[src/hw/rtl/bolt_pkg.sv]
// ----------------------------------------------------------------------------
// bolt_pkg
// Shared types and constants of the bounded ordered list table: request and
// response beats, operation and status codes, store command and compare flags.
// ----------------------------------------------------------------------------
package bolt_pkg;

   localparam int CAPACITY = 16;
   localparam int ADDR_W   = (CAPACITY > 1) ? $clog2(CAPACITY) : 1;
   localparam int CNT_W    = $clog2(CAPACITY + 1);

   localparam int KEY_W         = 32;
   localparam int REQ_TYPE_W    = 3;
   localparam int INDEX_W       = 4;
   localparam int STATUS_W      = 3;
   localparam int ENTRY_COUNT_W = 5;

   typedef enum logic [REQ_TYPE_W-1:0] {
      OP_SORTED_INS = 3'd0,
      OP_INS_BACK   = 3'd1,
      OP_INS_FRONT  = 3'd2,
      OP_DEL_KEY    = 3'd3,
      OP_DEL_BACK   = 3'd4,
      OP_DEL_FRONT  = 3'd5,
      OP_REVERSE    = 3'd6,
      OP_READ       = 3'd7
   } bolt_op_type;

   typedef enum logic [STATUS_W-1:0] {
      ST_DONE      = 3'd0,
      ST_EMPTY     = 3'd1,
      ST_NOT_FOUND = 3'd2,
      ST_FULL      = 3'd3,
      ST_RANGE     = 3'd4
   } bolt_status_type;

   typedef struct packed {
      logic [REQ_TYPE_W-1:0] req_type;
      logic signed [KEY_W-1:0] key;
      logic [INDEX_W-1:0] index;
   } bolt_req_type;

   typedef struct packed {
      logic [STATUS_W-1:0] status;
      logic [ENTRY_COUNT_W-1:0] entry_count;
      logic signed [KEY_W-1:0] read_key;
   } bolt_rsp_type;

   typedef struct packed {
      logic wr_en;
      logic [ADDR_W-1:0] wr_addr;
      logic [KEY_W-1:0] wr_data;
      logic [ADDR_W-1:0] rd_addr;
   } bolt_store_cmd_type;

   typedef struct packed {
      logic ge;
      logic eq;
   } bolt_cmp_type;

endpackage

[src/hw/rtl/bolt_key_cmp.sv]
// ----------------------------------------------------------------------------
// bolt_key_cmp
// Shared key comparator: signed greater-or-equal and equality of a stored
// entry against the request key.
// ----------------------------------------------------------------------------
module bolt_key_cmp (
   input  logic [bolt_pkg::KEY_W-1:0] entry_key,
   input  logic [bolt_pkg::KEY_W-1:0] ref_key,
   output bolt_pkg::bolt_cmp_type     result
);

   assign result.ge = ($signed(entry_key) >= $signed(ref_key));
   assign result.eq = (entry_key == ref_key);

endmodule

[src/hw/rtl/bolt_key_store.sv]
// ----------------------------------------------------------------------------
// bolt_key_store
// Key memory: one write port and one read port, read data registered.
// Contents are not cleared by reset.
// ----------------------------------------------------------------------------
module bolt_key_store (
   input  logic                           clock,
   input  bolt_pkg::bolt_store_cmd_type   cmd,
   output logic [bolt_pkg::KEY_W-1:0]     rd_data_ff
);

   logic [bolt_pkg::KEY_W-1:0] mem [bolt_pkg::CAPACITY];

   always_ff @(posedge clock) begin
      if (cmd.wr_en) begin
         mem[cmd.wr_addr] <= cmd.wr_data;
      end
      rd_data_ff <= mem[cmd.rd_addr];
   end

endmodule

[src/hw/rtl/bounded_ordered_list_table_unit.sv]
// Operation: an insert walks the store from slot 0, or from the count for a back
//   insert; a key or front delete walks from slot 0; reverse swaps pairs from
//   both ends; rejected requests and back delete answer straight from idle.
// Requests: taken only while idle; busy stays high while the sequencer walks
//   the store, one entry through the shared comparator per cycle.
// Reset: synchronous, clears the entry count and control; keys are not cleared.
// ----------------------------------------------------------------------------
// bounded_ordered_list_table_unit
// Ordered list of signed keys in a bounded store, updated by a sequencer that
// ripples entries through a one-write, one-read-port memory and a shared comparator.
// ----------------------------------------------------------------------------
module bounded_ordered_list_table_unit (
   input  logic                   clock,
   input  logic                   reset,
   input  logic                   start,
   output logic                   busy,
   input  bolt_pkg::bolt_req_type req_payload,
   output logic                   rsp_strobe,
   output bolt_pkg::bolt_rsp_type rsp_payload
);

   typedef enum logic [2:0] {
      S_IDLE,
      S_INS,
      S_DEL,
      S_REV_HI,
      S_REV_WLO,
      S_REV_WHI,
      S_READ
   } state_type;

   state_type state_ff, state_in;
   logic [bolt_pkg::CNT_W-1:0]  count_ff, count_in;
   logic [bolt_pkg::CNT_W-1:0]  ptr_ff, ptr_in;
   logic                        found_ff, found_in;
   logic [bolt_pkg::KEY_W-1:0]  carry_ff, carry_in;
   logic [bolt_pkg::KEY_W-1:0]  key_ff, key_in;
   logic [bolt_pkg::KEY_W-1:0]  tmp_ff, tmp_in;
   logic [bolt_pkg::ADDR_W-1:0] lo_ff, lo_in;
   logic [bolt_pkg::ADDR_W-1:0] hi_ff, hi_in;
   bolt_pkg::bolt_op_type       op_ff, op_in;
   bolt_pkg::bolt_rsp_type      rsp_ff, rsp_in;
   logic                        rsp_strobe_ff, rsp_strobe_in;

   bolt_pkg::bolt_store_cmd_type store_cmd;
   bolt_pkg::bolt_cmp_type       cmp;
   logic [bolt_pkg::KEY_W-1:0]   rd_data_ff;

   bolt_key_store u_store (
      .clock      (clock),
      .cmd        (store_cmd),
      .rd_data_ff (rd_data_ff)
   );

   bolt_key_cmp u_cmp (
      .entry_key (rd_data_ff),
      .ref_key   (key_ff),
      .result    (cmp)
   );

   always_comb begin
      logic                        hit;
      logic                        full;
      logic                        empty;
      logic                        idx_ok;
      logic [bolt_pkg::CNT_W-1:0]  rd_ptr;
      logic [bolt_pkg::ADDR_W-1:0] lo_next;
      logic [bolt_pkg::ADDR_W-1:0] hi_next;

      state_in      = state_ff;
      count_in      = count_ff;
      ptr_in        = ptr_ff;
      found_in      = found_ff;
      carry_in      = carry_ff;
      key_in        = key_ff;
      tmp_in        = tmp_ff;
      lo_in         = lo_ff;
      hi_in         = hi_ff;
      op_in         = op_ff;
      rsp_in        = rsp_ff;
      rsp_strobe_in = 1'b0;
      store_cmd     = '0;
      rd_ptr        = '0;
      hit           = 1'b0;
      lo_next       = bolt_pkg::ADDR_W'(lo_ff + 1'b1);
      hi_next       = bolt_pkg::ADDR_W'(hi_ff - 1'b1);
      full          = (count_ff == bolt_pkg::CNT_W'(bolt_pkg::CAPACITY));
      empty         = (count_ff == '0);
      idx_ok        = (32'(req_payload.index) < 32'(count_ff))
                      && (32'(req_payload.index) < bolt_pkg::CAPACITY);

      unique case (state_ff)
         S_IDLE: begin
            if (start) begin
               key_in             = req_payload.key;
               op_in              = bolt_pkg::bolt_op_type'(req_payload.req_type);
               found_in           = 1'b0;
               ptr_in             = '0;
               rsp_in.status      = bolt_pkg::ST_DONE;
               rsp_in.entry_count = bolt_pkg::ENTRY_COUNT_W'(count_ff);
               rsp_in.read_key    = '0;
               unique case (bolt_pkg::bolt_op_type'(req_payload.req_type))
                  bolt_pkg::OP_SORTED_INS, bolt_pkg::OP_INS_FRONT,
                  bolt_pkg::OP_INS_BACK: begin
                     if (full) begin
                        rsp_in.status = bolt_pkg::ST_FULL;
                        rsp_strobe_in = 1'b1;
                     end else begin
                        // back insert skips straight to the tail slot
                        if (req_payload.req_type == bolt_pkg::OP_INS_BACK) begin
                           ptr_in = count_ff;
                        end
                        rd_ptr   = ptr_in;
                        state_in = S_INS;
                     end
                  end
                  bolt_pkg::OP_DEL_KEY, bolt_pkg::OP_DEL_FRONT: begin
                     if (empty) begin
                        rsp_in.status = bolt_pkg::ST_EMPTY;
                        rsp_strobe_in = 1'b1;
                     end else begin
                        rd_ptr   = '0;
                        state_in = S_DEL;
                     end
                  end
                  bolt_pkg::OP_DEL_BACK: begin
                     if (empty) begin
                        rsp_in.status = bolt_pkg::ST_EMPTY;
                     end else begin
                        count_in           = count_ff - 1'b1;
                        rsp_in.entry_count = bolt_pkg::ENTRY_COUNT_W'(count_in);
                     end
                     rsp_strobe_in = 1'b1;
                  end
                  bolt_pkg::OP_REVERSE: begin
                     if (count_ff > bolt_pkg::CNT_W'(1)) begin
                        lo_in    = '0;
                        hi_in    = bolt_pkg::ADDR_W'(count_ff - 1'b1);
                        rd_ptr   = '0;
                        state_in = S_REV_HI;
                     end else begin
                        rsp_strobe_in = 1'b1;
                     end
                  end
                  bolt_pkg::OP_READ: begin
                     if (idx_ok) begin
                        rd_ptr   = bolt_pkg::CNT_W'(req_payload.index);
                        state_in = S_READ;
                     end else begin
                        rsp_in.status = bolt_pkg::ST_RANGE;
                        rsp_strobe_in = 1'b1;
                     end
                  end
               endcase
            end
         end

         S_INS: begin
            // ripple: drop the new key at the hit slot, then push each old
            // entry one slot toward the back
            hit = (ptr_ff == count_ff) || (op_ff == bolt_pkg::OP_INS_FRONT)
                  || ((op_ff == bolt_pkg::OP_SORTED_INS) && cmp.ge);
            if (found_ff) begin
               store_cmd.wr_en   = 1'b1;
               store_cmd.wr_addr = bolt_pkg::ADDR_W'(ptr_ff);
               store_cmd.wr_data = carry_ff;
               carry_in          = rd_data_ff;
            end else if (hit) begin
               store_cmd.wr_en   = 1'b1;
               store_cmd.wr_addr = bolt_pkg::ADDR_W'(ptr_ff);
               store_cmd.wr_data = key_ff;
               carry_in          = rd_data_ff;
               found_in          = 1'b1;
            end
            if (ptr_ff == count_ff) begin
               count_in           = count_ff + 1'b1;
               rsp_in.status      = bolt_pkg::ST_DONE;
               rsp_in.entry_count = bolt_pkg::ENTRY_COUNT_W'(count_in);
               rsp_strobe_in      = 1'b1;
               state_in           = S_IDLE;
            end else begin
               ptr_in = ptr_ff + 1'b1;
               rd_ptr = ptr_in;
            end
         end

         S_DEL: begin
            // after the match, pull each later entry one slot toward the front
            hit = (op_ff == bolt_pkg::OP_DEL_FRONT) || cmp.eq;
            if (found_ff) begin
               store_cmd.wr_en   = 1'b1;
               store_cmd.wr_addr = bolt_pkg::ADDR_W'(ptr_ff - 1'b1);
               store_cmd.wr_data = rd_data_ff;
            end else if (hit) begin
               found_in = 1'b1;
            end
            if (ptr_ff == count_ff - 1'b1) begin
               if (found_ff || hit) begin
                  count_in      = count_ff - 1'b1;
                  rsp_in.status = bolt_pkg::ST_DONE;
               end else begin
                  rsp_in.status = bolt_pkg::ST_NOT_FOUND;
               end
               rsp_in.entry_count = bolt_pkg::ENTRY_COUNT_W'(count_in);
               rsp_strobe_in      = 1'b1;
               state_in           = S_IDLE;
            end else begin
               ptr_in = ptr_ff + 1'b1;
               rd_ptr = ptr_in;
            end
         end

         S_REV_HI: begin
            tmp_in   = rd_data_ff;
            rd_ptr   = bolt_pkg::CNT_W'(hi_ff);
            state_in = S_REV_WLO;
         end

         S_REV_WLO: begin
            store_cmd.wr_en   = 1'b1;
            store_cmd.wr_addr = lo_ff;
            store_cmd.wr_data = rd_data_ff;
            state_in          = S_REV_WHI;
         end

         S_REV_WHI: begin
            store_cmd.wr_en   = 1'b1;
            store_cmd.wr_addr = hi_ff;
            store_cmd.wr_data = tmp_ff;
            lo_in             = lo_next;
            hi_in             = hi_next;
            if (lo_next < hi_next) begin
               rd_ptr   = bolt_pkg::CNT_W'(lo_next);
               state_in = S_REV_HI;
            end else begin
               rsp_strobe_in = 1'b1;
               state_in      = S_IDLE;
            end
         end

         S_READ: begin
            rsp_in.read_key = rd_data_ff;
            rsp_strobe_in   = 1'b1;
            state_in        = S_IDLE;
         end

         default: begin
            state_in = S_IDLE;
         end
      endcase

      store_cmd.rd_addr = bolt_pkg::ADDR_W'(rd_ptr);
   end

   always_ff @(posedge clock) begin
      if (reset) begin
         state_ff      <= S_IDLE;
         count_ff      <= '0;
         found_ff      <= 1'b0;
         rsp_strobe_ff <= 1'b0;
      end else begin
         state_ff      <= state_in;
         count_ff      <= count_in;
         found_ff      <= found_in;
         rsp_strobe_ff <= rsp_strobe_in;
      end
      ptr_ff   <= ptr_in;
      carry_ff <= carry_in;
      key_ff   <= key_in;
      tmp_ff   <= tmp_in;
      lo_ff    <= lo_in;
      hi_ff    <= hi_in;
      op_ff    <= op_in;
      rsp_ff   <= rsp_in;
   end

   assign busy        = (state_ff != S_IDLE);
   assign rsp_strobe  = rsp_strobe_ff;
   assign rsp_payload = rsp_ff;

   a_count_bound: assert property (@(posedge clock) disable iff (reset)
      count_ff <= bolt_pkg::CNT_W'(bolt_pkg::CAPACITY))
      else $error("entry count above capacity");

   a_count_step: assert property (@(posedge clock) disable iff (reset)
      !reset |=> (count_ff == $past(count_ff) || count_ff == $past(count_ff) + 1'b1
                  || count_ff == $past(count_ff) - 1'b1))
      else $error("entry count moved by more than one");

   a_strobe_source: assert property (@(posedge clock) disable iff (reset)
      rsp_strobe |-> ($past(start && !busy) || $past(busy)))
      else $error("response beat without a request");

   a_no_idle_write: assert property (@(posedge clock) disable iff (reset)
      store_cmd.wr_en |-> busy)
      else $error("store written while idle");

   a_ptr_bound: assert property (@(posedge clock) disable iff (reset)
      (state_ff == S_INS || state_ff == S_DEL) |-> (ptr_ff <= count_ff))
      else $error("walk pointer past entry count");

endmodule

[config.mk]
export PLATFORM = sky130hd
export DESIGN_NAME = bounded_ordered_list_table_unit
export DESIGN_NICKNAME = d
export VERILOG_FILES = /design/src/hw/rtl/bolt_pkg.sv /design/src/hw/rtl/bolt_key_cmp.sv /design/src/hw/rtl/bolt_key_store.sv /design/src/hw/rtl/bounded_ordered_list_table_unit.sv
export SDC_FILE = /design/constraint.sdc
export NUM_CORES = 1
export LEC_CHECK = 0
export ABC_AREA = 1
export BUFFER_PORTS_ARGS = -buffer_cell sky130_fd_sc_hd__buf_2
export CAP_MARGIN = 10
export CORE_MARGIN = 1.5
export CORE_UTILIZATION = 59
export DETAILED_ROUTE_END_ITERATION = 6
export HOLD_SLACK_MARGIN = 0.02
export PLACE_DENSITY_LB_ADDON = 0.25
export SETUP_SLACK_MARGIN = 0.02
export SYNTH_ARGS = -nofsm -noshare
export SYNTH_HDL_FRONTEND = slang
export SYNTH_SLANG_ARGS = --single-unit
[constraint.sdc]
create_clock -name clock -period 4.7 [get_ports clock]
set_input_delay 0.47 -clock clock [delete_from_list [all_inputs] [get_ports clock]]
set_output_delay 0.47 -clock clock [all_outputs]
set_load 0.02 [all_outputs]
==> results of run 1 <==
## cells in the final DEF, fill, tap and decap left out, types with 17 or more instances in the layout
| cell type | n |
|---|---|
| o21ai_0 | 50 |
| clkbuf_16 | 76 |
| nor2_4 | 17 |
| edfxtp_1 | 664 |
| nand2_1 | 542 |
| dfxtp_1 | 42 |
| nand3_1 | 483 |
| inv_1 | 645 |
| clkbuf_1 | 21 |
| nor2_1 | 85 |
| nand4_1 | 264 |
| ha_1 | 45 |
| o211ai_1 | 28 |
| buf_12 | 22 |
| a21oi_1 | 20 |
| buf_2 | 83 |
| buf_4 | 60 |
## registers in the layout, indices dropped and copies added, names as in the netlist
signal,count
carry_ff,32
count_ff,5
found_ff,1
hi_ff,4
key_ff,32
lo_ff,4
op_ff,3
ptr_ff,5
rsp_payload,40
rsp_strobe,1
state_ff,3
tmp_ff,32
u_store.mem,512
u_store.rd_data_ff,32
## kinds of logic after synthesis
logic type      count (synthesis)  synth area share, %
xor+xnor                       16                0.435
simple gates                 1415                 20.6
buf+inv                       844                 10.3
compound gates                131                 2.49
flops                         706                 64.5
fa+ha+maj                      45                 1.75
## per-layer routing
layer | track usage, % | wire, microns | vias up
li1 | - | - | 10800
met1 | 43.5 | 34300 | 11300
met2 | 46.7 | 39200 | 1486
met3 | 8.22 | 10600 | 223
met4 | 12.3 | 2790 | 4
met5 | 0 | 26 | -
## cell type report
class	count	area, sq um	area share [%]
Tap cell	696	871	2.41
Antenna cell	1	2.50	0.00692
Timing Repair Buffer	177	1430	3.95
Inverter	653	2460	6.80
Sequential cell	706	20800	57.5
Clock buffer	102	2050	5.67
Multi-Input combinational cell	1607	8330	23.1
Clock inverter	30	225	0.623
## cell usage after synthesis, types with 2 or more instances
library cell	count	area (sq um)
ha_1	45	563
nand2_2	2	12.5
clkbuf_1	70	263
buf_1	17	63.8
o31ai_1	8	60.1
a221oi_1	2	17.5
o2111ai_1	3	26.3
inv_1	646	2420
nand4_1	264	1650
nor3_1	8	40.0
o211ai_1	28	210
nand2_1	544	2040
dfxtp_1	42	841
xnor2_1	9	78.8
a21oi_1	20	100
o21ai_0	51	255
nand3b_1	2	15.0
edfxtp_1	664	19900
xor2_1	7	61.3
o22ai_1	6	37.5
buf_2	100	500
a21o_1	3	22.5
a211oi_1	6	45.0
nand3_1	484	2420
buf_4	3	22.5
inv_2	6	22.5
nor2_1	103	387
## report_power, final
| part | total (mW) | switching [mW] | leakage, nW | internal, mW |
|---|---|---|---|---|
| registers | 8.39 | 0.399 | 6.47 | 7.99 |
| logic | 8.78 | 6.37 | 7.83 | 2.41 |
| clock network | 5.59 | 2.38 | 1.11 | 3.21 |
| total | 22.8 | 9.15 | 15.4 | 13.6 |
## worst max-delay path: stages, from the launching register on
cell     delay [ns]
dfxtp_1        0.47
inv_2          0.15
ha_1           0.23
xor2_1         0.32
nor2_1         0.09
nor2_1         0.13
nand3_1        0.12
nand2_1        0.11
nand2_2        0.16
nand2_8        0.39
buf_4          0.63
nand4_1        0.18
nand3_1        0.15
nand3_1        0.12
nand3_1        0.21
nand2_1        0.21
## stage by stage
step / std cells / instance area, sq um
2_1_floorplan: 3157 / 32200
3_3_place_gp: 3826 / 33700
3_5_place_dp: 3826 / 33700
4_1_cts: 3970 / 36100
5_1_grt: 3972 / 36100
6_report: 3972 / 36100
## worst max-delay path by stage
stage / to / depth (start not counted) / start / slack, ns
CTS: u_store.mem[13][15]$_DFFE_PP_ / 17 / key_ff[31]$_DFFE_PP_ / 0.96
finish: u_store.rd_data_ff[20]$_DFF_P_ / 15 / count_ff[1]$_SDFFE_PP0P_ / 0.80
floorplan: u_store.rd_data_ff[12]$_DFF_P_ / 13 / state_ff[1]$_SDFFE_PP0P_ / 0.46
global placement: u_store.rd_data_ff[18]$_DFF_P_ / 17 / count_ff[3]$_SDFFE_PP0P_ / 1.03
global route: u_store.rd_data_ff[21]$_DFF_P_ / 16 / count_ff[1]$_SDFFE_PP0P_ / 0.64
detailed placement: u_store.mem[13][27]$_DFFE_PP_ / 17 / key_ff[31]$_DFFE_PP_ / 0.98
==> metrics.log, run 1 <==
INFO  metric leakagePower = roughly 15 nW
INFO  metric cts_tree = built
INFO  metric gpl.final_weighted_congestion = 0.893
INFO  metric floorplan.initialDensity = 59.8%
INFO  metric startpoint_type = flip-flop
INFO  metric layout_worst_path_cycle_share = 82.9%
INFO  metric antenna_found_initial = 4
INFO  metric max_cap_viol_count = 0
INFO  metric synthesis.area_per_instance = 10.2 sq um
INFO  metric number_of_nets_produced_by_synthesis = 3244
INFO  metric slew-limit-headroom = 27.0%
INFO  metric io-pin-count = 84
INFO  metric cell_depth_of_the_worst_flop_to_flop_path = 15
INFO  metric finalWirelength = between 80000 and 90000 microns
INFO  metric fin_skew = 0.0209 ns
INFO  metric cts_root_buffer = clkbuf_16
INFO  metric number_of_global_route_vias_before_repair = 22600
INFO  metric floorplan.die.height = approximately 240 microns
INFO  metric post-cts-setup-buffer-count = 0
INFO  metric grt_start_max_net_pins = 133
INFO  metric floorplan.core_area = about 54000 sq um
INFO  metric route.detailed.wl_per_inst = 21.9 microns
INFO  metric clock_tree.htree_level_count = 3
INFO  metric io_buffers = 83
INFO  metric final-setup-viol-count = 0
INFO  metric post_synth_instance_area = 32200 sq um
INFO  metric initialDrtViolationCount = 3425
INFO  metric critPathCaptureType = flip-flop
INFO  metric synth-async-reset-ratio = 0%
INFO  metric period_minus_slack = just under 4 ns
INFO  metric detailed_place_hpwl = 51900 microns
INFO  metric timing.reg2reg.setup_slack = slightly above 0.8 ns
INFO  metric vias = ~24000
INFO  metric cp_data_required_time = 5.15 ns
INFO  metric grt_setup_unrepaired = no
INFO  metric synthCells = 3157
INFO  metric holdCritPathClass = in2reg
INFO  metric critical_path.reg2reg.endpoint = u_store.rd_data_ff[20]$_DFF_P_
INFO  metric final_core_utilization = roughly 67%
INFO  metric setup-tns-final = 0 ns
INFO  metric cts_made_buffers = 73
INFO  metric finalHoldViolCount = 0
INFO  metric count_of_flip_flops_with_a_built_in_enable_after_synthesis = 664
INFO  metric clock_path_buffers = 3
INFO  metric n_fill_cell = 3895
INFO  metric cts.sink_count = 706
INFO  metric nets = 3305
INFO  metric critPathArrivalTime = 4.35 ns
INFO  metric layout-area-overhead-vs-synth = 12.2%
INFO  metric crit_type = reg2reg
INFO  metric power_density_of_the_placed_cells = 629 nW/um^2
INFO  metric synth.yosys.warnings = 0
INFO  metric post_cts.resized_instances = 0
INFO  metric worst_slew_pin_tran = 1.09 ns
INFO  metric run_status = complete, no violations
INFO  metric remaining_drc_errors = 0
INFO  metric grt_overflow_total = 0
INFO  metric ys.flop_type = edfxtp_1
INFO  metric holdPathStages = 1
INFO  metric ys_types = 41
INFO  metric share_of_post_route_cells_with_drive_strength_above_1 = 9.16%
INFO  metric report.final.slew_viol_count = 0
INFO  metric worst_hold_endpoint = key_ff[1]$_DFFE_PP_
INFO  metric detail-route-antenna-nets = 0
INFO  metric ir_drop = 447 uV
INFO  metric num_rows = 85
INFO  metric die_width = around 240 microns
INFO  metric detail_route.first_pass.iterations = 6
INFO  metric dp_slack = roughly 0.98 ns
INFO  metric cts.reportedPaths.clkPinSlew = 0.06 ns
INFO  metric power = 22.8 mW
INFO  metric fmax = 257 MHz
INFO  metric die-area = 56000 sq um
INFO  metric fin_worst_hold_slack = approximately 0.040 ns
INFO  metric yosysSeqAreaShare = 64.5%
INFO  metric hold_path_startpoint = req_payload[5]
INFO  metric final.setup.worst_slack = 0.805 ns
INFO  metric drt-vias-per-instance = 6.00
INFO  metric grt_use_total = between 30% and 40%
INFO  metric crit_fanout = between 60 and 70
INFO  metric insertion_delay = 0.62 ns
INFO  metric cts-hold-fix-buffers = 12
INFO  metric yosys_register_bits = 706
INFO  metric critical_path.reg2reg.startpoint = count_ff[1]$_SDFFE_PP0P_
INFO  metric grt_first_pass_wirelength = 132000 microns
No activity file was read; power rests on OpenSTA's default activity.
==> run 2, diff against run 1 <==
CORE_UTILIZATION = 57   (was 59)
clock period = 3.5 ns   (was 4.7 ns; I/O delays follow)
==> metrics.log, run 2 (synthesis gave the netlist of run 1 again) <==
INFO  metric run_status = complete, but fails checks
INFO  metric failed_checks = design-rule violations
INFO  metric finalHoldViolCount = 0
INFO  metric gpl.final_weighted_congestion = 0.901
INFO  metric cpPeakStageDelay = between 0.3 and 0.4 ns
INFO  metric remaining_drc_errors = 4
INFO  metric fmax = 299 MHz
INFO  metric grt_use_total = 31.5%
INFO  metric final-setup-viol-count = 0
INFO  metric finalWirelength = between 90000 and 100000 microns
INFO  metric n_fill_cell = about 4000
INFO  metric clock_path_buffers = 3
INFO  metric timing.critical_path.max_delay_family = simple AND/OR/NAND/NOR gates
INFO  metric initialDrtViolationCount = 3576
INFO  metric grt_start_max_net_pins = 86
INFO  metric cts_made_buffers = 72
INFO  metric cts.reportedPaths.clkPinSlew = 0.06 ns
INFO  metric period_minus_slack = 3.34 ns
INFO  metric number_of_global_route_vias_before_repair = 23300
INFO  metric insertion_delay = slightly above 0.6 ns
INFO  metric sw_frac_of_total = between 30% and 40%
INFO  metric fin_skew = 0.0295 ns
INFO  metric nets = 3389
INFO  metric grt_first_pass_wirelength = ~140000 microns
INFO  metric cts_tree = built
INFO  metric crit_fanout = 16
INFO  metric post-cts-setup-buffer-count = 0
INFO  metric slew-limit-headroom = 29.9%
INFO  metric clock_tree.htree_level_count = 3
INFO  metric cp_num_buf_inv = 2
INFO  metric cp_max_stage_cell = edfxtp_1
INFO  metric floorplan.die.height = 241 microns
INFO  metric top_register = u_store.mem
INFO  metric route.detailed.wl_per_inst = ~22 microns
INFO  metric antenna_found_initial = 9
INFO  metric grt_setup_unrepaired = yes
INFO  metric timing.critical_path.cells = inv_1, ha_1, nand2_1, nor2_1, nand2_1, nor3_2, nand2_1, nand3_1, nand2_1, nand3_1, nand2_1, nand2_1, nand3_1, nand2_1, nand2_1, nor2_4, buf_4
INFO  metric cts_root_buffer = clkbuf_16
INFO  metric most_frequent_cells_in_the_layout = 664 x edfxtp_1, 644 x inv_1, 541 x nand2_1, 482 x nand3_1, 264 x nand4_1
INFO  metric cts.sink_count = 706
INFO  metric grt_overflow_total = 0
INFO  metric cp_data_required_time = 3.78 ns
INFO  metric crit_type = reg2reg
INFO  metric startpoint_type = flip-flop
INFO  metric critPathCaptureType = flip-flop
INFO  metric number_of_cells_in_the_finished_layout_apart_from_fillers = 4109
INFO  metric commonest_non_fill_non_tap_cell_in_the_layout = edfxtp_1
INFO  metric dp_cells = 3938
INFO  metric detailed_place_hpwl = 56600 microns
INFO  metric largest_register_ff_count = 512
INFO  metric max_cap_viol_count = 0
INFO  metric die-area = 58000 sq um
INFO  metric power_density_of_the_placed_cells = 849 nW/um^2
INFO  metric final_core_utilization = between 60% and 70%
INFO  metric drt-vias-per-instance = 5.92
INFO  metric combinational_fraction_of_design_power = ~40%
INFO  metric netSwitchingPower = 12.6 mW
INFO  metric report.final.slew_viol_count = 0
INFO  metric share_of_post_route_cells_with_drive_strength_above_1 = 11.2%
INFO  metric detail-route-antenna-nets = 0
INFO  metric floorplan.core_area = 55500 sq um
INFO  metric detail_route.first_pass.iterations = 7
INFO  metric floorplan.initialDensity = approximately three fifths
INFO  metric num_rows = 86
INFO  metric layout_worst_path_cycle_share = 95.5%
INFO  metric worst_slew_pin_tran = 1.05 ns
INFO  metric power_frac_seq = 35.3%
INFO  metric path_common_cell = nand2_1
INFO  metric io-pin-count = 84
INFO  metric vias = 24300
INFO  metric layout-area-overhead-vs-synth = 15.9%
INFO  metric leakagePower = between 15 and 20 nW
INFO  metric p_int = 19.1 mW
INFO  metric part_of_the_total_power_dissipated_in_the_clock_network = 24.6%
INFO  metric die_width = 241 microns
INFO  metric ir_drop = 526 uV
INFO  metric io_buffers = 83
INFO  metric holdCritPathClass = in2reg
INFO  metric critPathArrivalTime = 3.63 ns
-- run 2: cell count changes in the layout (fill, tap and decap cells not counted), moves of 2 or more --
cell / change
buf_4: +36
clkinvlp_4: +2
buf_6: +4
clkinv_2: +2
inv_6: +3
bufinv_16: +5
clkinv_1: -4
buf_12: +19
clkbuf_1: -6
dlygate4sd3_1: +23
-- run 2: layout make-up --
type                       instances  area [sq um]  share of cell area, %
tap                              748           936                   2.51
sequential                       706         20800                   55.6
inverter                         653          2460                   6.58
clock buffer                      94          1990                   5.32
clock inverter                    37           395                   1.06
antenna                            2          5.00                 0.0134
timing repair buffer             262          2430                   6.51
multi-input combinational       1607          8360                   22.4
-- run 2: path summary, 6_finish.rpt --
kind                                   to  slack [ns]  depth (start not counted)                     startpoint
min                 rsp_strobe$_SDFF_PP0_        0.06                          2                          reset
min reg2reg           tmp_ff[0]$_DFFE_PN_        0.46                          0  u_store.rd_data_ff[0]$_DFF_P_
max reg2reg  u_store.mem[7][18]$_DFFE_PP_        0.16                         17           key_ff[27]$_DFFE_PP_
max          u_store.mem[7][18]$_DFFE_PP_        0.16                         17           key_ff[27]$_DFFE_PP_
-- run 2: per-layer routing --
layer | global-route usage, % | share of wire (%) | up-vias | wire (microns)
met5 | 0 | 0.056 | - | 51
met4 | 12.6 | 3.6 | 8 | 3220
met3 | 7.02 | 11 | 225 | 10400
met2 | 48.0 | 45 | 1523 | 41100
met1 | 44.2 | 40 | 11600 | 35800
li1 | - | - | 11000 | -
-- run 2: through the flow --
step | area (sq um) | hold WS, ns | total power, mW | setup slack (ns) | setup TNS, ns
after floorplan | 32300 | 0.426 | 18.6 | -0.340 | -84.42
final | 37300 | 0.0641 | 31.7 | 0.158 | 0
after global routing | 37300 | 0.0727 | 33.1 | 0.0370 | 0
after CTS | 37200 | 0.0433 | 31.4 | 0.102 | 0
after detailed placement | 34500 | 0.444 | 23.5 | 0.128 | 0
after global placement | 34500 | 0.436 | 23.4 | 0.148 | 0
-- run 2: worst register-to-register path, cell delays in order, from the launching register on --
cell	delay, ns
edfxtp_1	0.34
inv_1	0.05
ha_1	0.29
nand2_1	0.08
nor2_1	0.23
nand2_1	0.15
nor3_2	0.20
nand2_1	0.09
nand3_1	0.08
nand2_1	0.06
nand3_1	0.08
nand2_1	0.07
nand2_1	0.20
nand3_1	0.18
nand2_1	0.15
nand2_1	0.26
nor2_4	0.19
buf_4	0.30
-- run 2: power groups by stage --
stage | Clock, mW | Sequential (mW) | Combinational (mW)
floorplan | 0 | 11.4 | 7.22
global placement | 0 | 11.3 | 12.1
detailed placement | 0 | 11.4 | 12.2
CTS | 7.86 | 11.2 | 12.3
global route | 8.18 | 11.3 | 13.7
finish | 7.79 | 11.2 | 12.7
-- run 2: timing repair --
item                       CTS  global route
hold buffers                35             0
setup endpoints to repair    0           399
gates resized for setup      0            10
hold endpoints to repair    35             0
